==> src/rtl/irts_pkg.sv <==
package irts_pkg;

  // Sequence mode codes
  localparam logic [1:0] MODE_IDLE  = 2'd0;
  localparam logic [1:0] MODE_READ  = 2'd1;
  localparam logic [1:0] MODE_WRITE = 2'd2;

  // Request function codes
  localparam logic [1:0] FUNC_START_READ  = 2'd0;
  localparam logic [1:0] FUNC_START_WRITE = 2'd1;
  localparam logic [1:0] FUNC_BUS_EVENT   = 2'd2;

  // Bus action codes
  localparam logic [2:0] ACT_NONE   = 3'd0;
  localparam logic [2:0] ACT_START  = 3'd1;
  localparam logic [2:0] ACT_TX     = 3'd2;
  localparam logic [2:0] ACT_RSTART = 3'd3;
  localparam logic [2:0] ACT_RECV   = 3'd4;
  localparam logic [2:0] ACT_ACK    = 3'd5;
  localparam logic [2:0] ACT_NACK   = 3'd6;
  localparam logic [2:0] ACT_STOP   = 3'd7;

  // Write status codes
  localparam logic [1:0] WSTAT_OK    = 2'd0;
  localparam logic [1:0] WSTAT_NACK  = 2'd1;
  localparam logic [1:0] WSTAT_ABORT = 2'd2;

  localparam logic [6:0] SLAVE_ADDR_RESET = 7'd104;

  localparam int unsigned IN_DATA_W  = 40;
  localparam int unsigned OUT_DATA_W = 32;

  typedef struct packed {
    logic [1:0]  func;
    logic [7:0]  reg_address;
    logic [15:0] write_data;
    logic        transmitter_idle;
    logic        ack_received;
    logic        rx_full;
    logic [7:0]  rx_byte;
    logic        stop_seen;
  } irts_item_t;

  typedef struct packed {
    logic [2:0]  action;
    logic [7:0]  tx_byte;
    logic        done_res;
    logic        was_read;
    logic [15:0] read_data;
    logic [1:0]  write_status;
    logic        busy_res;
  } irts_result_t;

endpackage

==> src/rtl/irts_seq.sv <==
module irts_seq import irts_pkg::*; (
  input  logic         clk_i,
  input  logic         rst_ni,
  input  logic         advance_i,
  input  irts_item_t   item_i,
  input  logic [6:0]   slave_address_i,
  output irts_result_t result_o
);

  logic [1:0]  mode_q, mode_d;
  logic [3:0]  step_q, step_d;
  logic        aborting_q, aborting_d;
  logic [7:0]  reg_byte_q, reg_byte_d;
  logic [15:0] data_word_q, data_word_d;
  logic        lbn_q, lbn_d;

  logic        busy;
  logic [3:0]  step_inc;
  logic [7:0]  wr_byte;
  logic        fin;
  logic        fin_ok;
  logic        abort;

  assign busy     = (mode_q == MODE_READ) || (mode_q == MODE_WRITE);
  assign step_inc = step_q + 4'd1;
  assign wr_byte  = {slave_address_i, 1'b0};

  // Work out the next sequence state and the bus action for one request
  always_comb begin
    mode_d      = mode_q;
    step_d      = step_q;
    aborting_d  = aborting_q;
    reg_byte_d  = reg_byte_q;
    data_word_d = data_word_q;
    lbn_d       = lbn_q;
    fin         = 1'b0;
    fin_ok      = 1'b0;
    abort       = 1'b0;
    result_o    = '0;

    if ((item_i.func == FUNC_START_READ) || (item_i.func == FUNC_START_WRITE)) begin
      if (!busy && item_i.transmitter_idle) begin
        mode_d          = (item_i.func == FUNC_START_READ) ? MODE_READ : MODE_WRITE;
        step_d          = 4'd0;
        aborting_d      = 1'b0;
        reg_byte_d      = item_i.reg_address;
        data_word_d     = (item_i.func == FUNC_START_WRITE) ? item_i.write_data : 16'd0;
        lbn_d           = 1'b0;
        result_o.action = ACT_START;
      end
    end else if ((item_i.func == FUNC_BUS_EVENT) && busy) begin
      if (aborting_q) begin
        // Abort path: stop first, then finish with failure
        if (step_q == 4'd0) begin
          step_d          = 4'd1;
          result_o.action = ACT_STOP;
        end else begin
          fin = 1'b1;
        end
      end else begin
        step_d = step_inc;
        if (mode_q == MODE_READ) begin
          unique case (step_inc)
            4'd1: begin
              result_o.action  = ACT_TX;
              result_o.tx_byte = wr_byte;
            end
            4'd2: begin
              if (item_i.ack_received) begin
                result_o.action  = ACT_TX;
                result_o.tx_byte = reg_byte_q;
              end else abort = 1'b1;
            end
            4'd3: begin
              if (item_i.ack_received) result_o.action = ACT_RSTART;
              else abort = 1'b1;
            end
            4'd4: begin
              result_o.action  = ACT_TX;
              result_o.tx_byte = wr_byte | 8'd1;
            end
            4'd5: begin
              if (item_i.ack_received) result_o.action = ACT_RECV;
              else abort = 1'b1;
            end
            4'd6: begin
              if (item_i.rx_full) begin
                data_word_d[7:0] = item_i.rx_byte;
                result_o.action  = ACT_ACK;
              end else abort = 1'b1;
            end
            4'd7: begin
              if (item_i.ack_received) result_o.action = ACT_RECV;
              else abort = 1'b1;
            end
            4'd8: begin
              if (item_i.rx_full) begin
                data_word_d[15:8] = item_i.rx_byte;
                result_o.action   = ACT_NACK;
              end else abort = 1'b1;
            end
            4'd9:  result_o.action = ACT_STOP;
            4'd10: begin
              fin    = 1'b1;
              fin_ok = 1'b1;
            end
            default: fin = 1'b1;
          endcase
        end else begin
          unique case (step_inc)
            4'd1: begin
              result_o.action  = ACT_TX;
              result_o.tx_byte = wr_byte;
            end
            4'd2: begin
              if (item_i.ack_received) begin
                result_o.action  = ACT_TX;
                result_o.tx_byte = reg_byte_q;
              end else abort = 1'b1;
            end
            4'd3: begin
              if (item_i.ack_received) begin
                result_o.action  = ACT_TX;
                result_o.tx_byte = data_word_q[7:0];
              end else abort = 1'b1;
            end
            4'd4: begin
              if (item_i.ack_received) begin
                result_o.action  = ACT_TX;
                result_o.tx_byte = data_word_q[15:8];
              end else abort = 1'b1;
            end
            4'd5: begin
              if (!item_i.ack_received) lbn_d = 1'b1;
              result_o.action = ACT_STOP;
            end
            4'd6: begin
              fin    = 1'b1;
              fin_ok = 1'b1;
            end
            default: fin = 1'b1;
          endcase
        end
      end
    end

    // Enter the abort path: no action on this event
    if (abort) begin
      aborting_d = 1'b1;
      step_d     = 4'd0;
    end

    // Close the transaction and report its outcome
    if (fin) begin
      result_o.done_res = 1'b1;
      if (mode_q == MODE_READ) begin
        result_o.was_read  = 1'b1;
        result_o.read_data = (fin_ok && item_i.stop_seen) ? data_word_q : 16'd0;
      end else if (!fin_ok || !item_i.stop_seen) begin
        result_o.write_status = WSTAT_ABORT;
      end else begin
        result_o.write_status = lbn_q ? WSTAT_NACK : WSTAT_OK;
      end
      mode_d     = MODE_IDLE;
      step_d     = 4'd0;
      aborting_d = 1'b0;
    end

    result_o.busy_res = (mode_d == MODE_READ) || (mode_d == MODE_WRITE);
  end

  // Update sequence state once per request
  always_ff @(posedge clk_i or negedge rst_ni) begin
    if (!rst_ni) begin
      mode_q      <= MODE_IDLE;
      step_q      <= 4'd0;
      aborting_q  <= 1'b0;
      reg_byte_q  <= 8'd0;
      data_word_q <= 16'd0;
      lbn_q       <= 1'b0;
    end else if (advance_i) begin
      mode_q      <= mode_d;
      step_q      <= step_d;
      aborting_q  <= aborting_d;
      reg_byte_q  <= reg_byte_d;
      data_word_q <= data_word_d;
      lbn_q       <= lbn_d;
    end
  end

endmodule

==> src/rtl/i2c_register_transfer_sequencer.sv <==
// Register transfer sequencer for an I2C master talking to one slave.
// Slave side: one request per transfer (tuser = function code: start read,
// start write or bus event), tdata carries the register byte, write word and
// the bus engine status flags. Master side: one result per request, tuser =
// bus action to perform, tdata = byte to send plus transaction outcome.
// cfg_we_i/cfg_wdata_i load the 7-bit slave address; write it only while idle.
// A request accepted into the input register is evaluated against the sequence
// state, and its result is loaded into the output register once that register
// is free; tvalid then rises with the registered result.
// Throughput: one request per cycle while the result stream is not stalled;
// the sequence state is updated together with the output register.
// Reset clears the sequence to idle, the slave address to 104 and both valid
// flags. When the receiver stalls, the output register holds its result and
// the input register holds one more request; s_axis_tready drops after that.
module i2c_register_transfer_sequencer import irts_pkg::*; (
  input  logic                  clk_i,
  input  logic                  rst_ni,
  // Configuration: slave address
  input  logic                  cfg_we_i,
  input  logic [6:0]            cfg_wdata_i,
  // Request stream
  input  logic                  s_axis_tvalid,
  output logic                  s_axis_tready,
  // [7:0] reg_address, [23:8] write_data, [24] transmitter_idle,
  // [25] ack_received, [26] rx_full, [34:27] rx_byte, [35] stop_seen
  input  logic [IN_DATA_W-1:0]  s_axis_tdata,
  // [1:0] func
  input  logic [1:0]            s_axis_tuser,
  // Result stream
  output logic                  m_axis_tvalid,
  input  logic                  m_axis_tready,
  // [7:0] tx_byte, [8] done_res, [9] was_read, [25:10] read_data,
  // [27:26] write_status, [28] busy_res
  output logic [OUT_DATA_W-1:0] m_axis_tdata,
  // [2:0] action
  output logic [2:0]            m_axis_tuser
);

  logic         in_valid_q;
  irts_item_t   in_item_q, in_item_d;
  logic         out_valid_q;
  irts_result_t out_q, result;
  logic [6:0]   slave_addr_q;
  logic         out_free;
  logic         advance;

  // Slave address register
  always_ff @(posedge clk_i or negedge rst_ni) begin
    if (!rst_ni) begin
      slave_addr_q <= SLAVE_ADDR_RESET;
    end else if (cfg_we_i) begin
      slave_addr_q <= cfg_wdata_i;
    end
  end

  assign out_free      = !out_valid_q || m_axis_tready;
  assign advance       = in_valid_q && out_free;
  assign s_axis_tready = !in_valid_q || out_free;

  // Unpack the request
  always_comb begin
    in_item_d.func             = s_axis_tuser;
    in_item_d.reg_address      = s_axis_tdata[7:0];
    in_item_d.write_data       = s_axis_tdata[23:8];
    in_item_d.transmitter_idle = s_axis_tdata[24];
    in_item_d.ack_received     = s_axis_tdata[25];
    in_item_d.rx_full          = s_axis_tdata[26];
    in_item_d.rx_byte          = s_axis_tdata[34:27];
    in_item_d.stop_seen        = s_axis_tdata[35];
  end

  // Input register: valid flag
  always_ff @(posedge clk_i or negedge rst_ni) begin
    if (!rst_ni) begin
      in_valid_q <= 1'b0;
    end else if (s_axis_tready) begin
      in_valid_q <= s_axis_tvalid;
    end
  end

  // Input register: payload
  always_ff @(posedge clk_i) begin
    if (s_axis_tvalid && s_axis_tready) begin
      in_item_q <= in_item_d;
    end
  end

  irts_seq u_seq (
    .clk_i           (clk_i),
    .rst_ni          (rst_ni),
    .advance_i       (advance),
    .item_i          (in_item_q),
    .slave_address_i (slave_addr_q),
    .result_o        (result)
  );

  // Output register: valid flag
  always_ff @(posedge clk_i or negedge rst_ni) begin
    if (!rst_ni) begin
      out_valid_q <= 1'b0;
    end else if (out_free) begin
      out_valid_q <= in_valid_q;
    end
  end

  // Output register: payload
  always_ff @(posedge clk_i) begin
    if (advance) begin
      out_q <= result;
    end
  end

  // Pack the result
  assign m_axis_tvalid = out_valid_q;
  assign m_axis_tuser  = out_q.action;
  assign m_axis_tdata  = {3'b000, out_q.busy_res, out_q.write_status, out_q.read_data,
                          out_q.was_read, out_q.done_res, out_q.tx_byte};

endmodule
==> config.mk <==
export PLATFORM = sky130hd
export DESIGN_NAME = i2c_register_transfer_sequencer
export DESIGN_NICKNAME = d
export VERILOG_FILES = /design/src/rtl/irts_pkg.sv /design/src/rtl/irts_seq.sv /design/src/rtl/i2c_register_transfer_sequencer.sv
export SDC_FILE = /design/constraint.sdc
export NUM_CORES = 1
export LEC_CHECK = 0
export BUFFER_PORTS_ARGS = -buffer_cell sky130_fd_sc_hd__buf_4
export CAP_MARGIN = 20
export CORE_ASPECT_RATIO = 1.25
export CORE_MARGIN = 4
export CORE_UTILIZATION = 50
export CTS_CLUSTER_SIZE = 10
export DETAILED_ROUTE_END_ITERATION = 16
export PLACE_DENSITY = 0.72
export SLEW_MARGIN = 20
export SYNTH_ARGS = -nofsm -noshare
export SYNTH_HDL_FRONTEND = slang
export SYNTH_SLANG_ARGS = --single-unit
==> constraint.sdc <==
create_clock -name clk_i -period 6.7 [get_ports clk_i]
set_input_delay 1.005 -clock clk_i [delete_from_list [all_inputs] [get_ports clk_i]]
set_output_delay 1.005 -clock clk_i [all_outputs]
set_load 0.005 [all_outputs]
==> results.md <==
* Outcome: complete, no violations
* CTS resizes at 0
* Fin cells at 658
* CTS Buffer Depth at 2
* Setup TNS at 0 ps
* # IOs at 91
* H-tree Lvls at 3
* Fmax at 0.298 GHz
* Slew headroom at 29.5%
* Flop-to-flop setup slack at 3350 ps
* Ratio of cells with drive above 1 in the final layout at 25.0%
* PortBufs at 83
* Total GRT Usage at 18.9%
* Number of detailed-route iterations in the first pass at 5
* Net Sw Power at 0.765 mW
* Post-CTS Hold Buffers at 0
* Leakage power at 2.49 nW
* Int Pwr at 1.43 mW
* Nets at 584
* DIE AREA at 12,400 µm²
* Sequential share of power at 46.0%
* Rows at 41
* Mean Syn Cell Area at 11.7 µm²
* Grt total ovfl at 0
* Vias in the first global route at 3,549
* Hold Crit Class: reg2reg
* Sw frac at 34.8%
* Final HPWL from detailed placement at 8.23 mm
* VDD IR max at 227 µV
* Design area at 6280 µm²
* Fraction of registers with async set/reset at 36.9%
* Clock-pin slew on the worst setup and hold paths at 70 ps
* PwrDens at 349 nW/µm²
* Fill cell count at 857
* Final Setup Violations at 0
* Ant. Diodes at 0
* Synth unique cells at 73
* Die height at 123 µm
* CP arrival at 3570 ps
* First-pass GRT wire length at 18.1 mm
* Pin count of the biggest net entering global routing at 42
* Drt total wl at 11.3 mm
* Part of the Yosys area used for sequential elements at 58.8%
* Post-synth top flop: edfxtp_1
* Crit. End Element: register
* Clock tree from TritonCTS: built
* Synthesized instance count at 457
* Initial Util at 52.0%
* Worst clock skew at 9.05 ps
* Post-synth EDFFs at 70
* Slew at the pin closest to its max-slew limit at 1050 ps
* Root Buffer: clkbuf_16
* Inst Count DP at 642
* Final worst path period need at 3350 ps
* Crit Path Max Fanout at 25
* Core Region at 10,300 µm²
* Seq cells post-synth at 111
* Combinational Power Share at 29.6%
* Clk pwr share at 24.3%
* Via Count at 3,767
* Maxcap violations at 0
* CP Data Required Time at 6910 ps
* Post-CTS setup buffers at 0
* Period utilisation layout at 50.1%
* Area Overhead vs Synth at 17.9%
* Startpoint types: register
* Initial antenna violation count at 0
* Gp weighted congestion at 0.893
* Clk sink count at 111
* Initial drt markers at 258
* Synthesized area at 5330 µm²
* Final hold viol count at 0
* Clk_lat worst skew at 350 ps
* CTS Buf Count at 9
* RSZ-0062 raised after global routing: no
* Final ANT Viol Nets at 0
* Area after DPL at 5980 µm²
* Slew Limit Fails at 0
* DRC at 0
* Critical path class: reg2reg
* Routed len/inst at 17.1 µm
* Yosys Warn Count at 0
* Vias per inst at 5.72
* Die W at 100 µm
[per-stage QoR]
step	setup slack, ps	hold WS, ps	total power, mW	util (%)
after floorplan	3810	415	1.47	-
after global placement	3480	426	1.65	58.3
after detailed placement	3400	426	1.67	58.3
after CTS	3380	444	2.20	61.2
after global routing	3010	475	2.32	61.2
final	3350	441	2.19	61.2
[critical path, cell delays in order, from the launching register on]
cell and delay, ps:
edfxtp_1 880, nand2_1 250, nor3_1 850, nand3_1 330
nor4b_4 660, and2_1 240
[cell usage after synthesis (2+ instances only)]
cell type / number / area share [%]
a21boi_1: 7 / 0.99
a21o_1: 5 / 0.70
a21oi_1: 30 / 2.8
a221oi_1: 2 / 0.33
a22o_1: 9 / 1.5
a22oi_1: 23 / 3.2
a31o_1: 2 / 0.33
a31oi_1: 2 / 0.23
a32oi_1: 2 / 0.33
and2_1: 22 / 2.6
and3_1: 2 / 0.23
and3b_1: 2 / 0.33
buf_2: 8 / 0.75
buf_4: 6 / 0.85
clkbuf_1: 15 / 1.1
dfrtp_1: 38 / 18
dfstp_2: 3 / 1.5
edfxtp_1: 70 / 39
ha_1: 6 / 1.4
inv_1: 6 / 0.42
inv_2: 3 / 0.21
mux2_2: 7 / 1.5
mux2i_1: 2 / 0.38
nand2_1: 65 / 4.6
nand2b_1: 7 / 0.82
nand3_1: 6 / 0.56
nand3b_1: 3 / 0.42
nor2_1: 26 / 1.8
nor2b_1: 5 / 0.59
nor3_1: 8 / 0.75
nor3_2: 2 / 0.38
o21a_1: 8 / 1.1
o21ai_0: 4 / 0.38
o21ai_1: 9 / 0.85
o21bai_1: 3 / 0.42
o31ai_1: 2 / 0.28
[power by group through the flow]
stage / sequential [mW] / clock [mW] / combinational, mW
2_1_floorplan: 0.941 / 0 / 0.531
4_1_cts: 1.01 / 0.544 / 0.650
3_5_place_dp: 1.02 / 0 / 0.646
6_report: 1.01 / 0.534 / 0.650
3_3_place_gp: 1.02 / 0 / 0.633
5_1_grt: 1.03 / 0.570 / 0.727
[cell families after synthesis]
| family | synth area share (%) |
|---|---|
| mux | 1.85 |
| flops | 58.8 |
| fa+ha+maj | 1.41 |
| xor+xnor | 0.164 |
| compound gates | 18.7 |
| buf+inv | 3.57 |
| simple gates | 15.4 |
| other cells | 0.0704 |
[final timing paths]
kind / to / startpoint / cells after the start
worst max-delay path: m_axis_tdata[19]$_SDFFCE_PN0P_ / in_item_q[37]$_DFFE_PP_ / 5
min in group asynchronous: u_seq.data_word_q[7]$_DFFE_PN0P_ / rst_ni / 1
worst max register to register: m_axis_tdata[19]$_SDFFCE_PN0P_ / in_item_q[37]$_DFFE_PP_ / 5
worst min-delay path: u_seq.reg_byte_q[0]$_DFFE_PN0P_ / in_item_q[28]$_DFFE_PP_ / 2
worst min register to register: u_seq.reg_byte_q[0]$_DFFE_PN0P_ / in_item_q[28]$_DFFE_PP_ / 2
max in group asynchronous: slave_addr_q[6]$_DFFE_PN1P_ / rst_ni / 1
[metal layers]
metal	vias to the layer above	global-route usage (%)	wire [µm]
met2	137	28.4	5190
li1	1808	-	-
met5	-	0	0
met3	15	3.50	715
met4	0	6.74	153
met1	1807	27.5	5200
[flip-flops by register name, indices dropped and copies added, names as in the netlist]
| name | cells |
|---|---|
| m_axis_tdata | 29 |
| u_seq.aborting_q | 1 |
| slave_addr_q | 7 |
| in_valid_q | 1 |
| u_seq.reg_byte_q | 8 |
| m_axis_tvalid | 1 |
| u_seq.mode_q | 2 |
| u_seq.lbn_q | 1 |
| u_seq.data_word_q | 16 |
| u_seq.step_q | 4 |
| in_item_q | 38 |
| m_axis_tuser | 3 |
[layout by cell type (no fill, tap or decap), drive strengths merged, types with 2 or more instances in the layout]
cell type,synthesis,layout
a21boi,9,9
clkinv,0,4
buf,16,85
o41ai,3,3
nand2,66,66
a31o,2,2
a22oi,23,23
nor4,3,3
and3b,2,2
dfstp,3,3
mux2,7,7
a221oi,2,2
clkbuf,15,10
o21bai,3,3
ha,6,6
a32oi,3,3
dfrtp,38,38
mux2i,2,2
edfxtp,70,70
a21oi,31,31
a21o,5,5
conb,1,3
and3,2,2
nand3,6,6
nand3b,3,3
nor3,10,10
a22o,9,9
nor2b,5,5
o21a,8,8
o21ai,14,14
a31oi,2,2
inv,9,10
o2bb2ai,2,2
and2,22,22
nand2b,7,7
nor2,26,26
o31ai,3,3
[area by class of cell]
type                            count  area, µm²  share of cell area, %
Clock buffer                       10        229                   3.64
Clock inverter                      6       71.3                   1.14
Inverter                            9       33.8                  0.538
Multi-Input combinational cell    308       2020                   32.1
Sequential cell                   111       3130                   49.8
Tap cell                          129        161                   2.57
Timing Repair Buffer               85        638                   10.2
Note: power is estimated with default switching activity, not from simulation.
